==> src/hw/rtl/dpc_pkg.sv <==
// Shared types and constants for the DAG path counter.
// Used by the controller, the datapath and the top level.
package dpc_pkg;

    localparam int MAX_NODES   = 1024;
    localparam int MAX_EDGES   = 4096;
    localparam int STACK_DEPTH = 8192;

    localparam int NODE_W  = $clog2(MAX_NODES);
    localparam int EDGE_AW = $clog2(MAX_EDGES);
    localparam int PTR_W   = EDGE_AW + 1;
    localparam int STK_AW  = $clog2(STACK_DEPTH);
    localparam int TOP_W   = STK_AW + 1;
    localparam int COUNT_W = 64;
    localparam int MARK_W  = 2;
    localparam int NODE_DW = MARK_W + COUNT_W;
    localparam int EDGE_DW = NODE_W + PTR_W;

    localparam logic [PTR_W-1:0] LIST_END = PTR_W'(MAX_EDGES);

    typedef enum logic [1:0] {
        CMD_ADD   = 2'd0,
        CMD_COUNT = 2'd1,
        CMD_CLEAR = 2'd2,
        CMD_NOP   = 2'd3
    } t_cmd_code;

    typedef enum logic [1:0] {
        ST_OK   = 2'd0,
        ST_FULL = 2'd1,
        ST_OVF  = 2'd2
    } t_status;

    typedef enum logic [1:0] {
        MARK_CLEAN = 2'd0,
        MARK_OPEN  = 2'd1,
        MARK_DONE  = 2'd2
    } t_mark;

    typedef enum logic [4:0] {
        S_CLR_HEAD, S_IDLE, S_ADD_RD, S_ADD_WR, S_Q_CLR, S_Q_PUSH, S_POP_RD,
        S_CUR_RD, S_CUR_CHK, S_EDGE_RD, S_EDGE_CHK, S_SUCC_CHK, S_END,
        S_FIN_RD, S_FIN, S_RESP
    } t_state;

    typedef enum logic [4:0] {
        OP_NONE, OP_LOAD, OP_ADD_RD, OP_ADD_WR, OP_CLR_HEAD, OP_Q_CLR, OP_Q_PUSH,
        OP_POP_RD, OP_CUR_RD, OP_CUR_CHK, OP_EDGE_RD, OP_EDGE_CHK, OP_SUCC_CHK,
        OP_END, OP_FIN_RD, OP_FIN, OP_RESP
    } t_op;

    typedef struct packed {
        t_op op;
    } t_ctl;

    typedef struct packed {
        logic sweep_last;
        logic used_full;
        logic top_zero;
        logic top_full;
        logic node_done;
        logic edge_end;
        logic is_target;
        logic all_done;
        logic out_free;
    } t_sts;

endpackage

==> src/hw/rtl/dpc_ctrl.sv <==
// Controller state machine for the DAG path counter.
// Depends on dpc_pkg; drives the datapath through t_ctl, reads t_sts.
module dpc_ctrl (
    input  logic               i_clk,
    input  logic               i_rst_n,
    input  logic               i_req_valid,
    input  logic [1:0]         i_req_cmd,
    input  dpc_pkg::t_sts      i_sts,
    output dpc_pkg::t_ctl      o_ctl,
    output logic               o_req_ready
);
    import dpc_pkg::*;

    t_state r_state, n_state;
    logic   r_boot, n_boot;

    always_ff @(posedge i_clk) begin
        if (!i_rst_n) begin
            r_state <= S_CLR_HEAD;
            r_boot  <= 1'b1;
        end else begin
            r_state <= n_state;
            r_boot  <= n_boot;
        end
    end

    always_comb begin
        n_state = r_state;
        n_boot  = r_boot;
        unique case (r_state)
            S_CLR_HEAD: if (i_sts.sweep_last) begin
                n_state = r_boot ? S_IDLE : S_RESP;
                n_boot  = 1'b0;
            end
            S_IDLE: if (i_req_valid) begin
                unique case (t_cmd_code'(i_req_cmd))
                    CMD_ADD:   n_state = S_ADD_RD;
                    CMD_COUNT: n_state = S_Q_CLR;
                    CMD_CLEAR: n_state = S_CLR_HEAD;
                    default:   n_state = S_RESP;
                endcase
            end
            S_ADD_RD:   n_state = i_sts.used_full ? S_RESP : S_ADD_WR;
            S_ADD_WR:   n_state = S_RESP;
            S_Q_CLR:    if (i_sts.sweep_last) n_state = S_Q_PUSH;
            S_Q_PUSH:   n_state = S_POP_RD;
            S_POP_RD:   n_state = i_sts.top_zero ? S_FIN_RD : S_CUR_RD;
            S_CUR_RD:   n_state = S_CUR_CHK;
            S_CUR_CHK:  n_state = i_sts.node_done ? S_POP_RD : S_EDGE_RD;
            S_EDGE_RD:  n_state = i_sts.edge_end ? S_END : S_EDGE_CHK;
            S_EDGE_CHK: n_state = i_sts.is_target ? S_EDGE_RD : S_SUCC_CHK;
            S_SUCC_CHK: begin
                if (!i_sts.node_done && i_sts.top_full) n_state = S_RESP;
                else                                    n_state = S_EDGE_RD;
            end
            S_END:      n_state = S_POP_RD;
            S_FIN_RD:   n_state = S_FIN;
            S_FIN:      n_state = S_RESP;
            S_RESP:     if (i_sts.out_free) n_state = S_IDLE;
            default:    n_state = S_IDLE;
        endcase
    end

    always_comb begin
        o_ctl.op    = OP_NONE;
        o_req_ready = 1'b0;
        unique case (r_state)
            S_CLR_HEAD: o_ctl.op = OP_CLR_HEAD;
            S_IDLE: begin
                o_req_ready = 1'b1;
                if (i_req_valid) o_ctl.op = OP_LOAD;
            end
            S_ADD_RD:   o_ctl.op = OP_ADD_RD;
            S_ADD_WR:   o_ctl.op = OP_ADD_WR;
            S_Q_CLR:    o_ctl.op = OP_Q_CLR;
            S_Q_PUSH:   o_ctl.op = OP_Q_PUSH;
            S_POP_RD:   o_ctl.op = OP_POP_RD;
            S_CUR_RD:   o_ctl.op = OP_CUR_RD;
            S_CUR_CHK:  o_ctl.op = OP_CUR_CHK;
            S_EDGE_RD:  o_ctl.op = OP_EDGE_RD;
            S_EDGE_CHK: o_ctl.op = OP_EDGE_CHK;
            S_SUCC_CHK: o_ctl.op = OP_SUCC_CHK;
            S_END:      o_ctl.op = OP_END;
            S_FIN_RD:   o_ctl.op = OP_FIN_RD;
            S_FIN:      o_ctl.op = OP_FIN;
            S_RESP:     o_ctl.op = OP_RESP;
            default:    o_ctl.op = OP_NONE;
        endcase
    end
endmodule

==> config.mk <==
export PLATFORM = sky130hd
export DESIGN_NAME = dpc_ctrl
export DESIGN_NICKNAME = d
export VERILOG_FILES = /design/src/hw/rtl/dpc_pkg.sv /design/src/hw/rtl/dpc_ctrl.sv
export SDC_FILE = /design/constraint.sdc
export NUM_CORES = 1
export LEC_CHECK = 0
export BUFFER_PORTS_ARGS = -buffer_cell sky130_fd_sc_hd__buf_2
export CAP_MARGIN = 20
export CORE_MARGIN = 4
export CORE_UTILIZATION = 47
export DETAILED_ROUTE_END_ITERATION = 16
export GPL_TIMING_DRIVEN = 1
export PLACE_DENSITY_LB_ADDON = 0.05
export SLEW_MARGIN = 20
export SYNTH_ARGS = -nofsm -noshare
export SYNTH_HDL_FRONTEND = slang
export SYNTH_SLANG_ARGS = --single-unit
==> constraint.sdc <==
create_clock -name i_clk -period 1.5 [get_ports i_clk]
set_input_delay 0.225 -clock i_clk [delete_from_list [all_inputs] [get_ports i_clk]]
set_output_delay 0.225 -clock i_clk [all_outputs]
set_load 0.005 [all_outputs]
[Word-level counts from Yosys, hierarchy flattened]
Cells that the tools add are included.
Storage, ports and cells
  flip-flop bits (word level): 6
  input bits: 14
  output and inout bits: 6
  logic and storage cells: 47
Operators by class
  equal/unequal tests: 21
  muxes and demuxes: 16
  reduce and logical (&&, ||, !) cells: 8
Operators with widths (count)
  case mux 5 bit (16 select lines): 1
  case mux 5 bit (14 select lines): 1
  == test 5 x 4 -> 1 bit, second input constant: 8
  == test 5 x 3 -> 1 bit, second input constant: 4
  two-way mux 5 bit: 4
  two-way mux 4 bit: 4
  case mux 4 bit (3 select lines): 1
  == test 5 x 2 -> 1 bit, second input constant: 2
  != test 2 bit, second input constant: 4
  two-way mux 3 bit: 2
  == test 5 x 1 -> 1 bit, second input constant: 1
  zero test 5 bit: 1
  AND reduction 4 bit: 1
  OR reduction 2 bit: 2
  == test 2 x 1 -> 1 bit, second input constant: 1
  == test 2 bit, second input constant: 1
  zero test 2 bit: 1
  two-way mux 1 bit: 2
  two-way mux 2 bit: 1
  AND reduction 2 bit: 1
  logical AND 1 bit: 1
  zero test 1 bit: 1

[Depth between registers and ports, before layout]
Gate-level depths: netlist (run 1).
  word-level depth: 4
  gate-level depth with buffers: 6
  mapped depth without buffers: 6

[Worst setup path after synthesis (run 1)]
No wires, ideal clock.
  kind: register to register
  start point: reg r_state[3]
  end point: reg r_state[2]
  setup time: 117 ps
  arrival time: 1216 ps
  data required time: 1383 ps
  slack: 166 ps
  stages on the path, launching flop included: 6
  period minus slack after synthesis: 1334 ps
  cells stage by stage: dfxtp_1 buf_2 buf_6 o311ai_0 o211ai_1 a32o_1
On the way
  word-level cells in the longest chain between the ends: 3
  elaborated cells between the ends (all ways): 24
  those cells by class: eq/ne (19); mux (1); reduce/logical (4)
Ends and longest elaborated chain
  start: declaration: line dpc_ctrl.sv:14  | t_state r_state, n_state;
  start signal: assignment: line dpc_ctrl.sv:22  | r_state <= n_state;
  == test 5 x 4 -> 1 bit, or another cell as far along: line dpc_ctrl.sv:30  | unique case (r_state)
  OR reduction 2 bit (no line) / != test 2 bit (equally long branches)
  case mux 5 bit (14 select lines) / AND reduction 4 bit (equally long branches)
Several ways; a longest one is shown, not always the timed one.
A chain may end at the register's enable or synchronous reset.

[Final worst setup path (run 1)]
  start point: reg r_state[0]
  end point: reg r_state[0]
The elaborated chain is that of the path after synthesis.

==> impl_metrics.json, run 1 <==
{
  "ys.flop_type": "dfxtp_1",
  "p_int_mw": 0.883,
  "max_slew.worst_pin.slew_ns": 0.336,
  "ant_nets": 0,
  "finalSetupViolCount": 0,
  "drtIter0Drc": 21,
  "synth_cell_types": 32,
  "cp-end-kind": "flop",
  "port_buffers": 18,
  "crit_path_cell_trace": "buf_6 -> nand2_1 -> or3_4 -> o21a_1 -> a221oi_1",
  "power_frac_comb": 0.713,
  "clockBufferDepth": 2,
  "grtUsageTotal": 0.184,
  "pwr-share-seq": 0.183,
  "power_density_nw_per_um2": 1600,
  "required_ns": 1.65,
  "grt_pass1_vias": 642,
  "numClockSinks": 5,
  "synth-seq-cells": 5,
  "dr.pass1.iters": 4,
  "critical-path-top-delay-family": "simple AND/OR/NAND/NOR gates",
  "cts-root-buf": "clkbuf_4",
  "fmax_mhz": 690,
  "die_x_um": 44.4,
  "synth_warnings": 0,
  "dpl_cell_area_um2": 803,
  "avgSynthCellArea_um2": 7.15,
  "r2r-end": "r_state[0]",
  "dieArea_um2": 1970,
  "cpMaxStageDelayCell": "dfxtp_4",
  "dieHeight_um": 44.4,
  "wl_per_cell_um": 13.6,
  "finalNonFillerCells": 137,
  "critPathBufInv": 1,
  "swShare": 0.424,
  "peakVddDrop_uv": 1030,
  "synth.area.top_cells": "dfxtp_1, nand2b_1, nor2_1, a21oi_1, buf_6",
  "final_hold_viol_count": 0,
  "reg2regPathDepth": 5,
  "route.detailed.drc": 0,
  "vias": 788,
  "initial_core_util": 0.531,
  "drv_cap": 0,
  "power_mw": 1.53,
  "synthArstFlopShare": 0,
  "leakagePower_nw": 0.410,
  "worstSetupStartpointType": "flop",
  "hp-class": "in -> reg",
  "dp.cells": 128,
  "drive_gt1_frac": 0.512,
  "final_area_um2": 958,
  "cts_tree": "built",
  "r2r_slack_ns": 0.05,
  "grt_max_degree": 17,
  "crit_arrival_ns": 1.60,
  "grt_pass1_wl_um": 2740,
  "hpwl_um": 1270,
  "p_switching_mw": 0.651,
  "worst-setup-path-type": "reg -> reg",
  "holdPathStages": 2,
  "clk_pin_slew_ns": 0.05,
  "slew_headroom": 0.773,
  "synth_edf_count": 0,
  "fp-row-count": 12,
  "syn-cell-area_um2": 622,
  "antenna_cells": 0,
  "overflow": 0,
  "reg2reg_from": "r_state[0]",
  "drt-total-wl_um": 1870,
  "holdPathEnd": "r_boot",
  "io_pins": 20,
  "seq_area_frac_synth": 0.161,
  "core_region_area_um2": 1170,
  "cts_hold_buf": 0,
  "syn_to_final_growth_pct": 54.1,
  "routed_via_density": 5.75,
  "final_util": 0.818,
  "hold_start": "i_rst_n",
  "cts_made_buffers": 3,
  "cp_max_fo": 6,
  "gp_congestion": 0.866,
  "clkPwrFrac": 0.105,
  "synth.net_count": 103,
  "period_needed_ns": 1.45,
  "synth_top_area_share": 0.161,
  "slew_violations": 0,
  "yosysTopAreaCell": "dfxtp_1",
  "htreeDepth": 1,
  "fin_skew_ns": 0.00351,
  "slowest_delay_ns": 0.38,
  "clk_latency_ns": 0.25,
  "finalNetCount": 140,
  "antenna_found_initial": 0,
  "synthCells": 87,
  "whs_ns": 0.167,
  "fin_crit_sh": 0.967,
  "outcome": "completed"
}
-- area by class of cell --
| cell class | count | area (µm²) |
|---|---|---|
| multi-input combinational | 70 | 504 |
| timing repair buffer | 40 | 283 |
| fill | 80 | 213 |
| sequential | 5 | 113 |
| clock buffer | 4 | 26.3 |
| tap | 14 | 17.5 |
| inverter | 4 | 15.0 |
-- through the flow --
step	setup WS (ns)	setup TNS [ns]
2_1_floorplan	0.166	0
3_3_place_gp	-0.0418	-0.0929
3_5_place_dp	-0.0745	-0.119
4_1_cts	0.0186	0
5_1_grt	-0.0171	-0.0341
6_report	0.0501	0
-- cell families after synthesis --
kind of cell	after synthesis	synth area share
compound gates	30	0.346
xor+xnor	2	0.0282
fa+ha+maj	2	0.0402
buf+inv	12	0.131
flops	5	0.161
simple gates	36	0.294
-- sequential cells by signal (all words and copies together), names as in the netlist --
signal and cells:
r_state 4, r_boot 1
-- per-layer routing --
metal,GRT usage,up-vias,wire length (µm)
met1,0.247,367,785
met5,0,-,0
met4,0.0783,0,12
met2,0.276,28,948
met3,0.0447,2,123
li1,-,391,-
-- Yosys cell counts (2+ instances only) --
cell      number
nand2_1        7
o221ai_1       2
or3_4          2
xnor2_1        2
buf_6          3
buf_2          2
a221oi_1       3
a211oi_1       2
buf_4          3
inv_1          4
nand3_1        3
o211ai_1       2
nand2b_1       8
ha_1           2
nor2_1        12
o21ai_0        4
dfxtp_1        5
a21oi_1        7
-- how the worst max path moves through the flow --
| stage | start | endpoint | slack (ns) | depth (start not counted) |
|---|---|---|---|---|
| global route | r_state[0] | r_state[0] | -0.02 | 5 |
| global placement | r_state[0] | r_state[2] | -0.04 | 5 |
| CTS | r_state[3] | o_ctl[2] | 0.02 | 5 |
| floorplan | r_state[3] | r_state[2] | 0.17 | 5 |
| finish | r_state[0] | r_state[0] | 0.05 | 5 |
| detailed placement | r_state[0] | r_state[3] | -0.07 | 4 |
-- what timing repair did --
action / in CTS / in global routing
pin swaps: 0 / 4
setup buffers: 0 / 5
gates resized for setup: 8 / 20
endpoints found under the setup margin: 10 / 6
-- placed cells by master (no fill, tap or decap), drive strengths merged, types with 3 or more instances in the layout --
cell,n
nand2,8
a21oi,7
nand3,3
buf,40
nand2b,8
a221oi,3
clkbuf,4
inv,4
nor2,12
o21ai,5
dfxtp,5
-- power by group through the flow --
stage / combinational, mW / sequential [mW] / clock, mW
floorplan: 0.603 / 0.198 / 0
global placement: 0.811 / 0.271 / 0
detailed placement: 0.819 / 0.272 / 0
CTS: 0.845 / 0.282 / 0.166
global route: 1.20 / 0.292 / 0.175
finish: 1.09 / 0.280 / 0.161
(Power assumes the default switching activity.)
==> run 2, diff against run 1 <==
BUFFER_PORTS_ARGS = default   (was -buffer_cell sky130_fd_sc_hd__buf_2)
CORE_AREA = 4 4 41 43   (was default)
CORE_MARGIN = default   (was 4)
CORE_UTILIZATION = default   (was 47)
DIE_AREA = 0 0 45 47   (was default)
DONT_BUFFER_PORTS = 1   (was default)
==> impl_metrics.json, run 2 (synthesis gave the netlist of run 1 again) <==
{
  "routed_via_density": 5.78,
  "ant_nets": 0,
  "reg2regPathDepth": 5,
  "io_pins": 20,
  "largest_reg_flops": 4,
  "finalNetCount": 120,
  "wl_per_cell_um": 14.2,
  "layout_common_cells": "buf_4, nor2_1, nand2b_1",
  "p_int_mw": 0.716,
  "cts_hold_buf": 0,
  "core_region_area_um2": 1300,
  "numClockSinks": 5,
  "cpMaxStageDelayCell": "dfxtp_4",
  "crit_arrival_ns": 1.57,
  "grt_pass1_wl_um": 2500,
  "antenna_cells": 0,
  "crit_path_cell_trace": "nand2b_1 -> a21oi_1 -> a211oi_1 -> o211ai_1 -> a32o_1",
  "reg_top3": "r_state x4, r_boot x1",
  "finalNonFillerCells": 118,
  "antenna_found_initial": 0,
  "dr.pass1.iters": 4,
  "outcome": "completed",
  "fin_crit_sh": 0.955,
  "path_depth": 5,
  "finalSetupViolCount": 0,
  "cts_tree": "built",
  "cp_max_fo": 9,
  "swShare": 0.433,
  "clk_pin_slew_ns": 0.05,
  "final_hold_viol_count": 0,
  "slowest_delay_ns": 0.40,
  "route.detailed.drc": 0,
  "die_x_um": 45,
  "hpwl_um": 1240,
  "clockBufferDepth": 2,
  "slew_violations": 0,
  "dieArea_um2": 2120,
  "rsz0062_at_grt": "no",
  "finalSetupTns_ns": 0,
  "drv_cap": 0,
  "clk_latency_ns": 0.24,
  "grt_max_degree": 12,
  "power_frac_comb": 0.651,
  "vias": 682,
  "p_switching_mw": 0.545,
  "fp-row-count": 13,
  "regMostFlops": "r_state",
  "grt_pass1_vias": 607,
  "final_common_cell": "buf_4",
  "drive_gt1_frac": 0.350,
  "holdPathStages": 1,
  "hp-class": "in -> reg",
  "critPathBufInv": 0,
  "worstSetupStartpointType": "flop",
  "cts_made_buffers": 3,
  "pwr-share-seq": 0.224,
  "overflow": 0,
  "drtIter0Drc": 11,
  "worst-setup-path-type": "reg -> reg",
  "final_util": 0.601,
  "max_slew.worst_pin.slew_ns": 0.433,
  "required_ns": 1.64,
  "gp_congestion": 0.802,
  "port_buffers": 0,
  "peakVddDrop_uv": 907,
  "cp-end-kind": "flop",
  "dieHeight_um": 47,
  "htreeDepth": 1,
  "initial_core_util": 0.478,
  "fin_skew_ns": 0.00767,
  "syn_to_final_growth_pct": 25.8,
  "slew_headroom": 0.708,
  "cts-root-buf": "clkbuf_4",
  "dp.cells": 114,
  "critical-path-top-delay-family": "compound AO/OA/AOI/OAI gates",
  "drt-total-wl_um": 1670,
  "period_needed_ns": 1.43,
  "power_density_nw_per_um2": 1610,
  "leakagePower_nw": 0.310,
  "grtUsageTotal": 0.159,
  "whs_ns": 0.0503,
  "fmax_mhz": 698,
  "clkPwrFrac": 0.125
}
-- run 2: cell count changes in the layout (fill, tap and decap cells not counted), sizes merged --
cell  change
buf      -20
-- run 2: cell type report --
type | instances | area [µm²]
fill | 137 | 519
multi-input combinational | 70 | 459
timing repair buffer | 20 | 150
sequential | 5 | 113
clock buffer | 4 | 26.3
tap | 15 | 18.8
inverter | 4 | 15.0
-- run 2: path summary, 6_finish.rpt --
kind / from / end / slack, ns
max reg2reg: r_state[1] / r_state[2] / 0.07
min: i_rst_n / r_boot / 0.05
max: r_state[1] / r_state[2] / 0.07
min reg2reg: r_boot / r_boot / 0.46
-- run 2: timing repair --
| item | in CTS | in global routing |
|---|---|---|
| resized for setup | 4 | 9 |
| buffers inserted | 0 | 0 |
| setup endpoints to repair | 5 | 6 |
-- run 2: worst register-to-register path, delay by kind of cell, from the launching register on --
kind             cells  cell delay [ns]
AND/OR/NAND/NOR      1             0.14
flip-flops           1             0.40
AO/OA/AOI/OAI        4             0.77
-- run 2: metal layers --
layer	wire length, µm	GRT usage	part of all wire	vias to the layer above
li1	-	-	-	352
met1	711	0.180	0.42	310
met2	827	0.285	0.49	20
met3	136	0.0613	0.081	0
met4	0	0.0292	0	0
met5	0	0	0	-
-- run 2: stage by stage --
step	setup WS [ns]	area [µm²]	power, mW
finish	0.0678	782	1.26
global route	0.0132	782	1.36
CTS	0.0233	757	1.21
detailed placement	-0.0314	724	1.03
global placement	-0.0237	724	1.02
floorplan	0.166	622	0.801
-- run 2: power by group through the flow --
stage	clock (mW)	sequential [mW]	combinational [mW]
CTS	0.164	0.270	0.776
finish	0.158	0.282	0.821
global placement	0	0.265	0.757
detailed placement	0	0.263	0.768
floorplan	0	0.198	0.603
global route	0.174	0.290	0.896
